File: config.mk
export PLATFORM = sky130hd
export DESIGN_NAME = murmur3_hash32_stream_core_flat
export DESIGN_NICKNAME = d
export VERILOG_FILES = /design/src/hdl/mm3_pkg.sv /design/src/hdl/mm3_ifs.sv /design/src/hdl/mm3_mul.sv /design/src/hdl/murmur3_hash32_stream_core.sv /design/src/flat_wrapper.sv
export SDC_FILE = /design/constraint.sdc
export NUM_CORES = 2
export LEC_CHECK = 0
export BUFFER_PORTS_ARGS = -buffer_cell sky130_fd_sc_hd__buf_2
export CAP_MARGIN = 20
export CORE_MARGIN = 1
export CORE_UTILIZATION = 52
export DETAILED_ROUTE_END_ITERATION = 6
export PLACE_DENSITY = 0.69
export SYNTH_ARGS = -nofsm -noshare
export SYNTH_HDL_FRONTEND = slang
export SYNTH_HIERARCHICAL = 1
export SYNTH_SLANG_ARGS = --single-unit
File: constraint.sdc
create_clock -name clock -period 25 [get_ports clock]
set_input_delay 1.25 -clock clock [delete_from_list [all_inputs] [get_ports clock]]
set_output_delay 1.25 -clock clock [all_outputs]
set_load 0.05 [all_outputs]
File: src/hdl/mm3_pkg.sv
package mm3_pkg;

   localparam int HASH_W = 32;
   localparam int BYTE_W = 8;
   localparam int POS_W  = 2;

   localparam logic [HASH_W-1:0] MM_C1 = 32'hcc9e2d51;
   localparam logic [HASH_W-1:0] MM_C2 = 32'h1b873593;
   localparam logic [HASH_W-1:0] MM_N  = 32'he6546b64;
   localparam logic [HASH_W-1:0] MM_F1 = 32'h85ebca6b;
   localparam logic [HASH_W-1:0] MM_F2 = 32'hc2b2ae35;

   function automatic logic [HASH_W-1:0] rotl15(input logic [HASH_W-1:0] x);
      return {x[HASH_W-16:0], x[HASH_W-1:HASH_W-15]};
   endfunction

   // h = rotl13(x) * 5 + n, the times five done as shift and add
   function automatic logic [HASH_W-1:0] mix_word(input logic [HASH_W-1:0] x);
      logic [HASH_W-1:0] r;
      r = {x[HASH_W-14:0], x[HASH_W-1:HASH_W-13]};
      return r + {r[HASH_W-3:0], 2'b00} + MM_N;
   endfunction

endpackage

File: src/hdl/mm3_ifs.sv
interface mm3_req_if import mm3_pkg::*; ();
   logic              valid;
   logic              ready;
   logic [BYTE_W-1:0] data_byte;
   logic              byte_valid;
   logic              last;

   modport source (output valid, data_byte, byte_valid, last, input ready);
   modport sink (input valid, data_byte, byte_valid, last, output ready);
endinterface

interface mm3_rsp_if import mm3_pkg::*; ();
   logic              valid;
   logic              ready;
   logic [HASH_W-1:0] hash_value;

   modport source (output valid, hash_value, input ready);
   modport sink (input valid, hash_value, output ready);
endinterface

File: src/hdl/mm3_mul.sv
module mm3_mul import mm3_pkg::*; (
   input  logic              clock,
   input  logic              en,
   input  logic [HASH_W-1:0] a,
   input  logic [HASH_W-1:0] b,
   output logic [HASH_W-1:0] p
);

   logic [HASH_W-1:0] prod_ff;
   logic [HASH_W-1:0] prod_in;

   // only the low word of the product is ever needed
   assign prod_in = a * b;
   assign p       = prod_ff;

   always_ff @(posedge clock) begin
      if (en) begin
         prod_ff <= prod_in;
      end
   end

endmodule

File: src/hdl/murmur3_hash32_stream_core.sv
// channel  dir  handshake              payload
// req      in   req.valid/req.ready    data_byte[7:0], byte_valid, last
// rsp      out  rsp.valid/rsp.ready    hash_value[31:0]
// csr      in   csr_wr_en              csr_wr_data[31:0] (seed)
//
// a request that does not complete a word leaves the core idle for the next one;
// one that completes a word runs S_K1, S_K2, S_KX (two passes through the shared
// multiplier plus the mix). a request with last runs the word mix or tail scramble
// if any, then two finalizer multiplies, all through the one 32x32 multiplier.
// reset is synchronous; seed returns to 0. the hash waits in an output register,
// a new message may start meanwhile, but its hash holds the core until collected.
module murmur3_hash32_stream_core import mm3_pkg::*; (
   input  logic              clock,
   input  logic              reset,
   mm3_req_if.sink           req,
   mm3_rsp_if.source         rsp,
   input  logic              csr_wr_en,
   input  logic [HASH_W-1:0] csr_wr_data
);

   localparam logic [2:0] S_IDLE = 3'd0;
   localparam logic [2:0] S_K1   = 3'd1;
   localparam logic [2:0] S_K2   = 3'd2;
   localparam logic [2:0] S_KX   = 3'd3;
   localparam logic [2:0] S_F0   = 3'd4;
   localparam logic [2:0] S_F1   = 3'd5;
   localparam logic [2:0] S_F2   = 3'd6;

   logic [2:0]        state_ff, state_in;
   logic [HASH_W-1:0] seed_ff, seed_in;
   logic [HASH_W-1:0] h_ff, h_in;
   logic [HASH_W-1:0] gather_ff, gather_in;
   logic [POS_W-1:0]  pos_ff, pos_in;
   logic [HASH_W-1:0] count_ff, count_in;
   logic              mid_ff, mid_in;
   logic              mix_ff, mix_in;
   logic              fin_ff, fin_in;
   logic              rsp_valid_ff, rsp_valid_in;
   logic [HASH_W-1:0] rsp_hash_ff, rsp_hash_in;

   logic              accept;
   logic [HASH_W-1:0] g_new;
   logic [HASH_W-1:0] fmix0;
   logic              mul_en;
   logic [HASH_W-1:0] mul_a, mul_b, mul_p;

   assign req.ready      = (state_ff == S_IDLE);
   assign accept         = req.valid && req.ready;
   assign rsp.valid      = rsp_valid_ff;
   assign rsp.hash_value = rsp_hash_ff;

   // little-endian byte gather
   assign g_new = gather_ff | ({{(HASH_W-BYTE_W){1'b0}}, req.data_byte} << {pos_ff, 3'b000});
   assign fmix0 = (h_ff ^ count_ff) ^ ((h_ff ^ count_ff) >> 16);

   always_comb begin
      mul_en = 1'b1;
      unique case (state_ff)
         S_K1: begin
            mul_a = gather_ff;
            mul_b = MM_C1;
         end
         S_K2: begin
            mul_a = rotl15(mul_p);
            mul_b = MM_C2;
         end
         S_F0: begin
            mul_a = fmix0;
            mul_b = MM_F1;
         end
         S_F1: begin
            mul_a = mul_p ^ (mul_p >> 13);
            mul_b = MM_F2;
         end
         default: begin
            mul_en = 1'b0;
            mul_a  = '0;
            mul_b  = '0;
         end
      endcase
   end

   mm3_mul u_mul (
      .clock (clock),
      .en    (mul_en),
      .a     (mul_a),
      .b     (mul_b),
      .p     (mul_p)
   );

   always_comb begin
      state_in     = state_ff;
      seed_in      = seed_ff;
      h_in         = h_ff;
      gather_in    = gather_ff;
      pos_in       = pos_ff;
      count_in     = count_ff;
      mid_in       = mid_ff;
      mix_in       = mix_ff;
      fin_in       = fin_ff;
      rsp_valid_in = rsp_valid_ff && !rsp.ready;
      rsp_hash_in  = rsp_hash_ff;

      unique case (state_ff)
         S_IDLE: begin
            if (accept) begin
               if (req.byte_valid) begin
                  gather_in = g_new;
                  pos_in    = pos_ff + 1'b1;
                  count_in  = count_ff + 1'b1;
                  mid_in    = 1'b1;
               end
               fin_in = req.last;
               mix_in = req.byte_valid && (pos_ff == 2'd3);
               if (mix_in) begin
                  state_in = S_K1;
               end else if (req.last) begin
                  // leftover tail bytes get scrambled before the finalizer
                  state_in = (pos_in != '0) ? S_K1 : S_F0;
               end
            end
         end
         S_K1: state_in = S_K2;
         S_K2: state_in = S_KX;
         S_KX: begin
            if (mix_ff) begin
               h_in      = mix_word(h_ff ^ mul_p);
               gather_in = '0;
               state_in  = fin_ff ? S_F0 : S_IDLE;
            end else begin
               h_in     = h_ff ^ mul_p;
               state_in = S_F0;
            end
         end
         S_F0: state_in = S_F1;
         S_F1: state_in = S_F2;
         S_F2: begin
            if (!rsp_valid_ff || rsp.ready) begin
               rsp_valid_in = 1'b1;
               rsp_hash_in  = mul_p ^ (mul_p >> 16);
               h_in         = seed_ff;
               gather_in    = '0;
               pos_in       = '0;
               count_in     = '0;
               mid_in       = 1'b0;
               state_in     = S_IDLE;
            end
         end
         default: state_in = S_IDLE;
      endcase

      // a new seed applies at once between messages, else from the next one
      if (csr_wr_en) begin
         seed_in = csr_wr_data;
         if (!mid_ff) begin
            h_in = csr_wr_data;
         end
      end
   end

   always_ff @(posedge clock) begin
      if (reset) begin
         state_ff     <= S_IDLE;
         seed_ff      <= '0;
         h_ff         <= '0;
         gather_ff    <= '0;
         pos_ff       <= '0;
         count_ff     <= '0;
         mid_ff       <= 1'b0;
         rsp_valid_ff <= 1'b0;
      end else begin
         state_ff     <= state_in;
         seed_ff      <= seed_in;
         h_ff         <= h_in;
         gather_ff    <= gather_in;
         pos_ff       <= pos_in;
         count_ff     <= count_in;
         mid_ff       <= mid_in;
         rsp_valid_ff <= rsp_valid_in;
      end
   end

   always_ff @(posedge clock) begin
      mix_ff      <= mix_in;
      fin_ff      <= fin_in;
      rsp_hash_ff <= rsp_hash_in;
   end

`ifndef SYNTHESIS
   a_last_leaves_idle: assert property (@(posedge clock) disable iff (reset)
      (accept && req.last) |=> (state_ff != S_IDLE))
      else $error("request with last did not start finishing");

   a_rsp_from_final: assert property (@(posedge clock) disable iff (reset)
      $rose(rsp_valid_ff) |-> ($past(state_ff) == S_F2))
      else $error("response raised outside final step");

   a_final_delivers: assert property (@(posedge clock) disable iff (reset)
      ((state_ff == S_F2) && !rsp_valid_ff) |=> (rsp_valid_ff && (state_ff == S_IDLE)))
      else $error("finished hash not loaded into output register");

   a_idle_count: assert property (@(posedge clock) disable iff (reset)
      !mid_ff |-> ((count_ff == '0) && (pos_ff == '0)))
      else $error("message counters nonzero outside a message");
`endif

endmodule

File: src/flat_wrapper.sv
// flat-port wrapper written by rule: the top's interface ports become plain ports
module murmur3_hash32_stream_core_flat import mm3_pkg::*;
  (clock, reset, csr_wr_en, csr_wr_data, req_valid, req_data_byte, req_byte_valid, req_last, req_ready, rsp_valid, rsp_hash_value, rsp_ready);
  mm3_req_if req_i ();
  mm3_rsp_if rsp_i ();
  input  logic clock;
  input  logic reset;
  input  logic csr_wr_en;
  input  logic [HASH_W-1:0] csr_wr_data;
  input wire logic [$bits(req_i.valid)-1:0] req_valid;
  input wire logic [$bits(req_i.data_byte)-1:0] req_data_byte;
  input wire logic [$bits(req_i.byte_valid)-1:0] req_byte_valid;
  input wire logic [$bits(req_i.last)-1:0] req_last;
  output wire logic [$bits(req_i.ready)-1:0] req_ready;
  output wire logic [$bits(rsp_i.valid)-1:0] rsp_valid;
  output wire logic [$bits(rsp_i.hash_value)-1:0] rsp_hash_value;
  input wire logic [$bits(rsp_i.ready)-1:0] rsp_ready;
  assign req_i.valid = req_valid;
  assign req_i.data_byte = req_data_byte;
  assign req_i.byte_valid = req_byte_valid;
  assign req_i.last = req_last;
  assign req_ready = req_i.ready;
  assign rsp_valid = rsp_i.valid;
  assign rsp_hash_value = rsp_i.hash_value;
  assign rsp_i.ready = rsp_ready;
  murmur3_hash32_stream_core u_core (.clock(clock), .reset(reset), .req(req_i), .rsp(rsp_i), .csr_wr_en(csr_wr_en), .csr_wr_data(csr_wr_data));
endmodule
==> results.json <==
{
  "outcome": "complete, but fails checks",
  "violations": "design-rule violations",
  "drtIter0Drc": 1934,
  "fp.dieArea_mm2": 0.0546,
  "synth_top_cell_area_share": 0.294,
  "power_leakage_nw": 13.1,
  "ys_seq_area_frac": 0.168,
  "critPathMostFrequentCell": "fa_1",
  "crit_slowest_cell": "buf_4",
  "vias_per_cell": 5.96,
  "core_region_area_mm2": 0.0528,
  "setup_violations": 0,
  "crit_buf_inv": 6,
  "power.density_mw_per_mm2": 68.0,
  "cap_violations": 0,
  "vdd_drop_max_mv": 0.0537,
  "firstDrtPassIters": 7,
  "worst_slew_pin_slew_ns": 1.06,
  "startpoint_type": "register",
  "end_kind": "register",
  "path_delay_family": "adder cells",
  "crit_fanout": 65,
  "grt_setup_unrepaired": "no",
  "async_flop_share": 0,
  "drc": 30,
  "portBuffers": 80,
  "first_global_vias": 23100,
  "crit_path_cell_trace": "buf_4 -> nor2b_4 -> buf_4 -> or3_2 -> buf_4 -> and2_1 -> fa_1 -> inv_1 -> fa_1 -> inv_1 -> fa_1 -> fa_1 -> inv_1 -> fa_1 -> fa_1 -> fa_1 -> fa_1 -> xnor2_1 -> xnor2_1 -> xnor2_1 -> xnor2_1 -> xnor2_2 -> xnor3_1 -> xnor2_1",
  "synth-seq-cells": 201,
  "whs_ns": 0.486,
  "clock_skew_ns": 0.0189,
  "routed_wl_mm": 88.2,
  "grt_overflow_total": 0,
  "synthTopCellsByArea": "fa_1 29%, dfxtp_1 9.7%, and2_1 8.4%, ha_1 7.8%, edfxtp_1 7.1%",
  "post-route-period-util": 0.369,
  "cpPeakStageDelay_ns": 0.70,
  "track_usage": 0.332,
  "drive_gt1_frac": 0.0679,
  "grt_first_pass_wirelength_mm": 136,
  "ys.flop_type": "dfxtp_1",
  "gp_congestion": 0.961,
  "synth_cell_types": 87,
  "hold_viol_final": 0,
  "worstSetupPathType": "reg2reg",
  "r2r_slack_ns": 15.79,
  "cp.required_ns": 25.29,
  "dp_hpwl_mm": 65.0,
  "ios": 81,
  "finalNetCount": 3705,
  "fin_tns_setup_ns": 0,
  "syn_area_mm2": 0.0279,
  "wire_per_inst_um": 23.3,
  "n_fill_cell": 4716,
  "ys_warn_count": 6,
  "hold_buffers": 0,
  "initial_core_util": 0.529,
  "die_y_um": 234,
  "area_delta_synth_final_pct": 6.18,
  "numCtsBuffers": 22,
  "fin_crit_ns": 9.21,
  "cts_buffer_depth": 3,
  "drv_slew": 0,
  "synth-edff-count": 66,
  "cts_tree": "yes",
  "netlist_instances": 3097,
  "rows": 84,
  "grt_max_degree": 67,
  "yosys.area.top_type": "fa_1",
  "hold_path_class": "reg2reg",
  "cts-root-buf": "clkbuf_16",
  "cp.arrival_ns": 9.50,
  "vias": 22600,
  "htree_levels": 1,
  "relSlewSlack": 0.289,
  "die_w_um": 234,
  "cts_setup_buffers": 0,
  "syn_area_per_cell_um2": 9.01,
  "drtAntennaViolNets": 0,
  "cts_sinks": 201,
  "max_freq_mhz": 109,
  "antenna_found_initial": 3,
  "post_cts_resized": 0,
  "clk_latency_ns": 0.53,
  "clk_pin_slew_ns": 0.08
}
-- metal layers --
layer | vias up | GRT usage | share of wire
met3 | 234 | 0.0571 | 0.089
met2 | 1048 | 0.530 | 0.46
met5 | - | 0 | 0
met4 | 0 | 0.121 | 0.040
met1 | 11500 | 0.450 | 0.41
li1 | 9815 | - | -
-- final timing paths --
path | startpoint | to | cells after the start
max | u_core/state_ff[2] | u_core/u_mul/p[31] | 24
min | u_core/gather_ff[8] | u_core/gather_ff[8] | 2
max reg2reg | u_core/state_ff[2] | u_core/u_mul/p[31] | 24
min reg2reg | u_core/gather_ff[8] | u_core/gather_ff[8] | 2
-- metrics by stage --
| step | util | setup WS [ns] | area [µm²] | power [mW] | std cells |
|---|---|---|---|---|---|
| after floorplan | - | 16.90 | 27900 | 1.26 | 3099 |
| after global routing | 0.561 | 15.39 | 29600 | 2.13 | 3780 |
| after CTS | 0.561 | 15.80 | 29600 | 1.99 | 3779 |
| after detailed placement | 0.548 | 15.82 | 28900 | 1.65 | 3739 |
| after global placement | 0.548 | 16.03 | 28900 | 1.63 | 3739 |
| final | 0.561 | 15.79 | 29600 | 2.01 | 3782 |
-- registers in the layout, indices dropped and copies added, names as in the netlist, 2 cells and up --
register,cells
u_core/state_ff,3
u_core/count_ff,32
u_core/h_ff,32
u_core/seed_ff,32
u_core/u_mul/p,32
u_core/rsp.hash_value,32
u_core/gather_ff,32
u_core/pos_ff,2
-- Yosys cell counts, types with 5 or more instances --
cell type,number
nor2b_1,8
edfxtp_1,66
a211oi_1,18
nand2_1,280
mux2i_1,38
and2_1,375
and3_1,20
a221oi_1,22
clkbuf_1,141
ha_1,174
xnor2_1,145
nand2b_1,12
o21a_1,6
o21ai_0,81
buf_2,14
a2111oi_0,5
nand3b_1,8
a21o_1,26
a21oi_1,131
or2_2,5
xor2_1,97
nand3_1,28
nor3b_1,9
nand4_1,12
o21bai_1,11
buf_1,10
inv_1,409
fa_1,409
nor2_1,202
or3_1,9
o21ai_1,5
a31oi_1,16
o211ai_1,14
nor3_1,29
dfxtp_1,135
a22oi_1,42
-- tightest hold or removal path, delay by kind of cell (launching register included) --
family             cells  cell delay (ns)
AOI/OAI and AO/OA      1             0.04
DFF                    1             0.34
and+or+nand+nor        1             0.07
-- placed cells by master, fill, tap and decap left out, drive strengths merged, types with 27 or more instances in the layout --
cell type  instances
ha               174
clkbuf            29
xnor2            146
mux2i             38
dfxtp            135
inv              411
a21o              27
nor2             203
and2             375
nand2            281
fa               409
nor3              31
edfxtp            66
nand3             28
o21ai             88
a21oi            133
a22oi             43
buf              124
xor2              97
-- report_power, final --
part	total [mW]	internal [mW]	switching (mW)
Clock	0.331	0.183	0.148
Sequential	0.475	0.387	0.0883
Combinational	1.21	0.430	0.778
-- area by class of cell --
type | instances | area [µm²] | area share
Antenna cell | 3 | 7.51 | 0.000253
Clock buffer | 29 | 641 | 0.0216
Clock inverter | 11 | 77.6 | 0.00262
Inverter | 409 | 1540 | 0.0518
Multi-Input combinational cell | 2317 | 21100 | 0.712
Sequential cell | 201 | 4690 | 0.158
Tap cell | 688 | 861 | 0.0291
Timing Repair Buffer | 124 | 731 | 0.0247
-- cells by family after synthesis --
family / count (synthesis) / synth area share
AND/OR/NAND/NOR: 1020 / 0.188
flip-flops: 201 / 0.168
AO/OA/AOI/OAI: 427 / 0.101
other: 1 / 0.000134
multiplexers: 40 / 0.0144
XOR/XNOR: 244 / 0.0774
buffers and inverters: 581 / 0.0795
adder cells (fa/ha/maj): 583 / 0.372
Note: power is estimated with default switching activity, not from simulation.
